File: config.mk
export PLATFORM = sky130hd
export DESIGN_NAME = su3_rsp_fifo
export DESIGN_NICKNAME = d
export VERILOG_FILES = /design/src/rtl/su3_pkg.sv /design/src/rtl/su3_rsp_fifo.sv
export SDC_FILE = /design/constraint.sdc
export NUM_CORES = 2
export LEC_CHECK = 0
export ABC_CLOCK_PERIOD_IN_PS = 11680
export BUFFER_PORTS_ARGS = -buffer_cell sky130_fd_sc_hd__buf_2
export CORE_UTILIZATION = 50
export DETAILED_ROUTE_END_ITERATION = 12
export GPL_ROUTABILITY_DRIVEN = 0
export GPL_TIMING_DRIVEN = 1
export PLACE_DENSITY = 0.66
export SYNTH_ARGS = -nofsm -noshare
export SYNTH_HDL_FRONTEND = slang
export SYNTH_SLANG_ARGS = --single-unit
File: constraint.sdc
create_clock -name clock -period 11.68 [get_ports clock]
set_clock_uncertainty 0.1 [all_clocks]
set_input_delay 1.168 -clock clock [delete_from_list [all_inputs] [get_ports clock]]
set_output_delay 1.168 -clock clock [all_outputs]
set_load 0.05 [all_outputs]
File: src/rtl/su3_pkg.sv
package su3_pkg;

   // Number format: signed two's complement, Q3.20 by default
   localparam int VALUE_BITS = 24;
   localparam int FRAC_BITS  = 20;

   // Matrix geometry
   localparam int NUM_ROWS = 3;
   localparam int ROW_W    = 2;
   localparam int CMD_W    = 2;

   // Datapath widths: full product, pair sum, sum of six products
   localparam int PROD_W = 2 * VALUE_BITS;
   localparam int SUM_W  = PROD_W + 1;
   localparam int ACC_W  = PROD_W + 3;
   localparam int SH_W   = ACC_W - FRAC_BITS;

   // Pipeline and result queue sizing
   localparam int CELL_STAGES = 3;
   localparam int RSP_LATENCY = NUM_ROWS * CELL_STAGES + 1;
   localparam int RSP_DEPTH   = 16;
   localparam int PTR_W       = $clog2(RSP_DEPTH);
   localparam int CNT_W       = $clog2(RSP_DEPTH + 1);

   typedef logic signed [VALUE_BITS-1:0] val_type;
   typedef logic signed [PROD_W-1:0]     prod_type;
   typedef logic signed [SUM_W-1:0]      sum_type;
   typedef logic signed [ACC_W-1:0]      acc_word_type;
   typedef logic [ROW_W-1:0]             row_type;
   typedef logic [PTR_W-1:0]             ptr_type;
   typedef logic [CNT_W-1:0]             cnt_type;

   localparam val_type VAL_MAX = {1'b0, {(VALUE_BITS-1){1'b1}}};
   localparam val_type VAL_MIN = {1'b1, {(VALUE_BITS-1){1'b0}}};

   typedef enum logic [CMD_W-1:0] {
      CMD_LOAD = 2'd0,
      CMD_MUL  = 2'd1,
      CMD_DAG  = 2'd2,
      CMD_NOP  = 2'd3
   } cmd_type;

   typedef struct packed {
      val_type re;
      val_type im;
   } cplx_type;

   typedef cplx_type [NUM_ROWS-1:0] cvec_type;

   typedef struct packed {
      acc_word_type re;
      acc_word_type im;
   } acc_type;

   typedef acc_type [NUM_ROWS-1:0] acc_vec_type;

   // Request as it travels down the cell chain
   typedef struct packed {
      cmd_type  cmd;
      row_type  row;
      cvec_type vec;
      logic     last;
   } tok_type;

   typedef struct packed {
      cvec_type y;
      logic     last;
   } rsp_type;

   // Floor shift by FRAC_BITS, then clamp to the value range
   function automatic val_type sat_q(input acc_word_type a);
      logic signed [SH_W-1:0]         sh;
      logic [SH_W-VALUE_BITS:0]       hi;
      val_type                        res;
      sh = SH_W'(a >>> FRAC_BITS);
      hi = sh[SH_W-1:VALUE_BITS-1];
      if ((&hi) || (~|hi)) begin
         res = val_type'(sh[VALUE_BITS-1:0]);
      end else if (sh[SH_W-1]) begin
         res = VAL_MIN;
      end else begin
         res = VAL_MAX;
      end
      return res;
   endfunction

endpackage

File: src/rtl/su3_rsp_fifo.sv
// Result queue between the cell chain and the result channel
module su3_rsp_fifo (
   input  logic             clock,
   input  logic             reset,
   input  logic             wr_en,
   input  su3_pkg::rsp_type wr_data,
   output logic             rd_valid,
   input  logic             rd_ready,
   output su3_pkg::rsp_type rd_data
);

   su3_pkg::rsp_type mem_ff [su3_pkg::RSP_DEPTH];
   su3_pkg::rsp_type rd_data_ff;
   su3_pkg::ptr_type wr_ptr_ff, wr_ptr_in;
   su3_pkg::ptr_type rd_ptr_ff, rd_ptr_in;
   su3_pkg::cnt_type cnt_ff, cnt_in;
   logic             pop;

   assign rd_valid = (cnt_ff != '0);
   assign rd_data  = rd_data_ff;
   assign pop      = rd_valid && rd_ready;

   // Pointer and fill count; the upstream credit check keeps writes off a full queue
   always_comb begin
      wr_ptr_in = wr_en ? wr_ptr_ff + 1'b1 : wr_ptr_ff;
      rd_ptr_in = pop   ? rd_ptr_ff + 1'b1 : rd_ptr_ff;
      cnt_in    = cnt_ff + su3_pkg::cnt_type'(wr_en) - su3_pkg::cnt_type'(pop);
   end

   always_ff @(posedge clock) begin
      if (reset) begin
         wr_ptr_ff <= '0;
         rd_ptr_ff <= '0;
         cnt_ff    <= '0;
      end else begin
         wr_ptr_ff <= wr_ptr_in;
         rd_ptr_ff <= rd_ptr_in;
         cnt_ff    <= cnt_in;
      end
   end

   // Storage write and registered read of the next head entry; a write into
   // that same slot goes straight through to the output register
   always_ff @(posedge clock) begin
      if (wr_en) begin
         mem_ff[wr_ptr_ff] <= wr_data;
      end
      if (wr_en && (wr_ptr_ff == rd_ptr_in)) begin
         rd_data_ff <= wr_data;
      end else begin
         rd_data_ff <= mem_ff[rd_ptr_in];
      end
   end

endmodule

**Word-level counts from Yosys, hierarchy flattened**

Memories as Yosys holds them, arrays and structs flattened. A register that Yosys moved wholly into a read port is not among the register bits.
Index checks and enable logic that the tools add are counted.

- Register bits: 13
- Bits in writable memories: 2320
- Output and inout port bits: 146
- Logic and storage cells: 13
- Memories: 1

- Add/sub/neg operators: 4
- Mux-type cells: 3
- Reduce and logical (&&, ||, !) cells: 2

Memories:

| name | words | bits a word | rd ports | clocked after Yosys merged registers in | wr ports | line | RTL |
|---|---|---|---|---|---|---|---|
| mem_ff | 16 | 145 | 1 | 1 | 1 | su3_rsp_fifo.sv:12 | `su3_pkg::rsp_type mem_ff [su3_pkg::RSP_DEPTH];` |

Operators by type and width:

| operator | number |
|---|---|
| $add 4x1->4 const B | 2 |
| $add 5x1->5 | 1 |
| $reduce_bool 5->1 | 1 |
| $sub 5x1->5 | 1 |
| $mux 4 | 1 |
| $mux 1 | 2 |
| $logic_and 1x1->1 | 1 |

**Longest topological paths before layout**

- Depth after elaboration: 3
- Depth in mapped cells: 13
- Mapped depth without buffers: 13

**Worst setup path before layout**

Ideal clock, no wire load.

- Path type: in2reg
- From: in wr_en
- To: mem mem_ff[0][0] (netlist bit) (enable)
- Arrival: 5.075 ns
- Required time: 11.059 ns
- Path slack: 5.983 ns
- Stages: 3
- Buffers on the path: 1
- Cell sequence: clkbuf_1 > nor3b_1 > and2_1

- Longest elaborated chain between the ends: 2

Ends and longest elaborated chain:

| item | line | RTL |
|---|---|---|
| start: declaration | su3_rsp_fifo.sv:5 | `input logic wr_en,` |
| $mux 1 | su3_rsp_fifo.sv:45 | `if (wr_en) begin` |
| $mux 1 (not written as such) | su3_rsp_fifo.sv:46 | `mem_ff[wr_ptr_ff] <= wr_data;` |
| end: declaration | su3_rsp_fifo.sv:12 |  |

Every way passes these cells.

==> flow_summary.yaml <==
status:
  status: "finished, final reports clean"
clock_tree:
  htree_levels: 4
  cts_max_path_buffers: 3
  cts_hold_buffers: 0
  cts.repair.resized: 0
  post_cts_buffers: 0
  root_buffer: "clkbuf_16"
  clk_latency_ns: 0.83
  clock-sinks: 2337
  cts_tree: "done"
  clk_pin_slew_worst_paths_ns: 0.06
  cts_buffers: 223
global_route:
  grt-ovfl-total: 0
  grt_max_degree: 114
  grt_pass1_wl_um: 299000
  antenna_found_initial: 51
  grt_pass1_vias: 42400
  grt_use_total: 0.233
power_and_ir_drop:
  ir_worst_vdd_v: 0.000236
  intPower_mw: 15.2
  swShare: 0.303
  power.density_nw_per_um2: 220
  power_frac_clock: 0.312
  p_comb_frac: 0.255
  p_switching_mw: 6.60
  power_mw: 21.8
  p_leak_nw: 31.1
  pwr-share-seq: 0.432
timing:
  relSlewSlack: 0.269
  fin_crit_ns: 6.51
  hold_viol_final: 0
  rsz0062_at_grt: "false"
  setup_tns_ns: 0
  worstMarginPinSlew_ns: 1.10
  setup_viol: 0
  report.final.slew_viol_count: 0
  fmaxAchievable_mhz: 154
  hold_ws_ns: 0.349
  post-route-period-util: 0.558
drt:
  drtIter0Drc: 4018
  drt_drc_violations_left: 0
  vias: 41600
  drt_first_pass_iters: 7
  ant_nets: 0
  drt-total-wl_um: 207000
  wire_per_inst_um: 30.3
  viasPerCell: 6.10
worst_setup_path:
  cp_num_cells: 8
  cp-endpoint: "rd_data[89]"
  slowest_delay_ns: 0.94
  startpoint_type: "register"
  worstRegToRegCells: 4
  path_class: "reg2out"
  crit_chain: "buf_4, buf_4, buf_4, mux2i_1, a22oi_1, nand3_1, nand2_1, buf_2"
  critical_path.top_delay_family: "buffers and inverters"
  crit_buf_inv: 4
  r2r_slack_ns: 7.87
  critPathArrivalTime_ns: 5.25
  crit_slowest_cell: "buf_4"
  cp_max_fo: 68
  required_ns: 10.41
  end_kind: "output port"
  crit_top_cell: "buf_4"
  r2r-end: "mem_ff[0][70]"
  r2r_start: "wr_ptr_ff[3]"
die:
  die_area_um2: 178000
  num_io_pins: 295
  initial_utilization: 0.505
  rows: 153
  die_h_um: 422
  die_w_um: 422
  core_um2: 174000
placed_design:
  port_buffers: 294
  place_inst: 6401
  dpl.hpwl_um: 106000
  placed_area_um2: 92200
synth:
  syn-cell-area_um2: 88100
  syn_area_per_cell_um2: 22.5
  synth_top_family_by_area: "multiplexers"
  synthesis.nets: 4076
  netlist_instances: 3915
  yosys.area_share.xor_xnor: 0.000895
  synth_fa_ha_area_frac: 0.00179
  synth_warnings: 0
  ys_seq_area_frac: 0.795
  synth.distinct_cells: 38
  synthMuxAreaShare: 0.146
  ys_seq_elements: 2337
  synth_compound_area_frac: 0.0310
  synthSimpleGateAreaFrac: 0.0125
run:
  maxCapViolCount: 0
finish:
  fin_cells: 6824
  fillCellCount: 12600
  drive_gt1_frac: 0.259
  syn_to_final_growth_pct: 12.5
  most-common-layout-cells: "edfxtp_1 (2320), mux4_2 (464), buf_2 (294), a22oi_1 (279), mux2i_1 (242)"
  final_area_um2: 99100
  fin_nets: 4462
  final_common_cell: "edfxtp_1"
worst_hold_path:
  hp-class: "reg2reg"
cell families (layout without fill, tap and decap cells):
| kind of cell | count (synthesis) | after routing |
|---|---|---|
| adders and majority gates | 12 | 12 |
| xor gates and xnor gates | 9 | 9 |
| buffers and inverters | 226 | 797 |
| and+or+nand+nor | 239 | 239 |
| AOI/OAI and AO/OA | 383 | 383 |
| muxes | 709 | 709 |
| DFF | 2337 | 2337 |
| other | 0 | 13 |
flip-flops by register name (all words and copies together) (netlist names), named ones only:
| register | cells |
|---|---|
| wr_ptr_ff | 4 |
| mem_ff | 2320 |
| rd_ptr_ff | 4 |
| cnt_ff | 5 |
stage by stage:
step                       util  setup WS [ns]
after CTS                 0.568           5.07
after floorplan               -           5.98
after global routing      0.568           4.89
after detailed placement  0.529           6.02
after global placement    0.529           6.05
final                     0.568           5.17
final cells by class:
class,instances,area (µm²),area share
tap,2325,2910,0.0294
inverter,10,37.5,0.000379
clock buffer,298,5940,0.0599
timing repair buffer,377,2170,0.0219
antenna,13,32.5,0.000328
multi-input combinational,1352,17100,0.172
sequential,2337,70000,0.706
clock inverter,112,926,0.00934
how the worst min path moves through the flow:
stage,start,end,cells past startpoint
after floorplan,rd_ptr_ff[3],register,1
after detailed placement,rd_ptr_ff[3],register,1
final,rd_ptr_ff[3],register,1
after CTS,rd_ptr_ff[3],register,1
after global routing,rd_ptr_ff[3],register,1
after global placement,rd_ptr_ff[3],register,1
power groups by stage:
| stage | Sequential [mW] | Clock (mW) | Combinational, mW |
|---|---|---|---|
| after floorplan | 9.56 | 0 | 4.31 |
| after global placement | 9.59 | 0 | 5.63 |
| after detailed placement | 9.60 | 0 | 5.66 |
| after CTS | 9.42 | 6.92 | 5.67 |
| after global routing | 9.43 | 7.23 | 5.89 |
| final | 9.42 | 6.81 | 5.57 |
synth_stat cells:
library cell	n	area (µm²)
xnor2_1	6	52.6
a21o_1	1	7.51
ha_1	11	138
a211oi_1	26	195
buf_2	88	440
a21oi_1	44	220
a22oi_1	279	2090
nand2_1	124	465
or3_1	1	6.26
nor2_1	13	48.8
clkbuf_1	77	289
o21ai_0	1	5.00
nor2b_1	28	175
o221ai_1	2	17.5
edfxtp_1	2320	69700
fa_1	1	20.0
buf_12	1	20.0
mux4_2	464	10500
inv_1	9	33.8
o211ai_1	2	15.0
inv_2	1	3.75
xor2_1	3	26.3
mux2i_1	242	2420
o22ai_1	26	163
buf_4	28	210
a31oi_1	2	12.5
dfxtp_1	17	340
nor3b_1	1	7.51
nand2b_1	2	12.5
nor2_2	1	6.26
nand4_1	1	6.26
buf_6	6	67.6
and3_1	2	12.5
nand3_1	45	225
mux2_2	3	33.8
buf_1	16	60.1
and2_1	20	125
or4b_1	1	10.0
metal layers:
metal / track usage / part of all wire
met5: 0 / 0.00080
met4: 0.0673 / 0.030
met3: 0.0379 / 0.060
met2: 0.394 / 0.51
met1: 0.315 / 0.40
No activity file was read; power rests on OpenSTA's default activity.
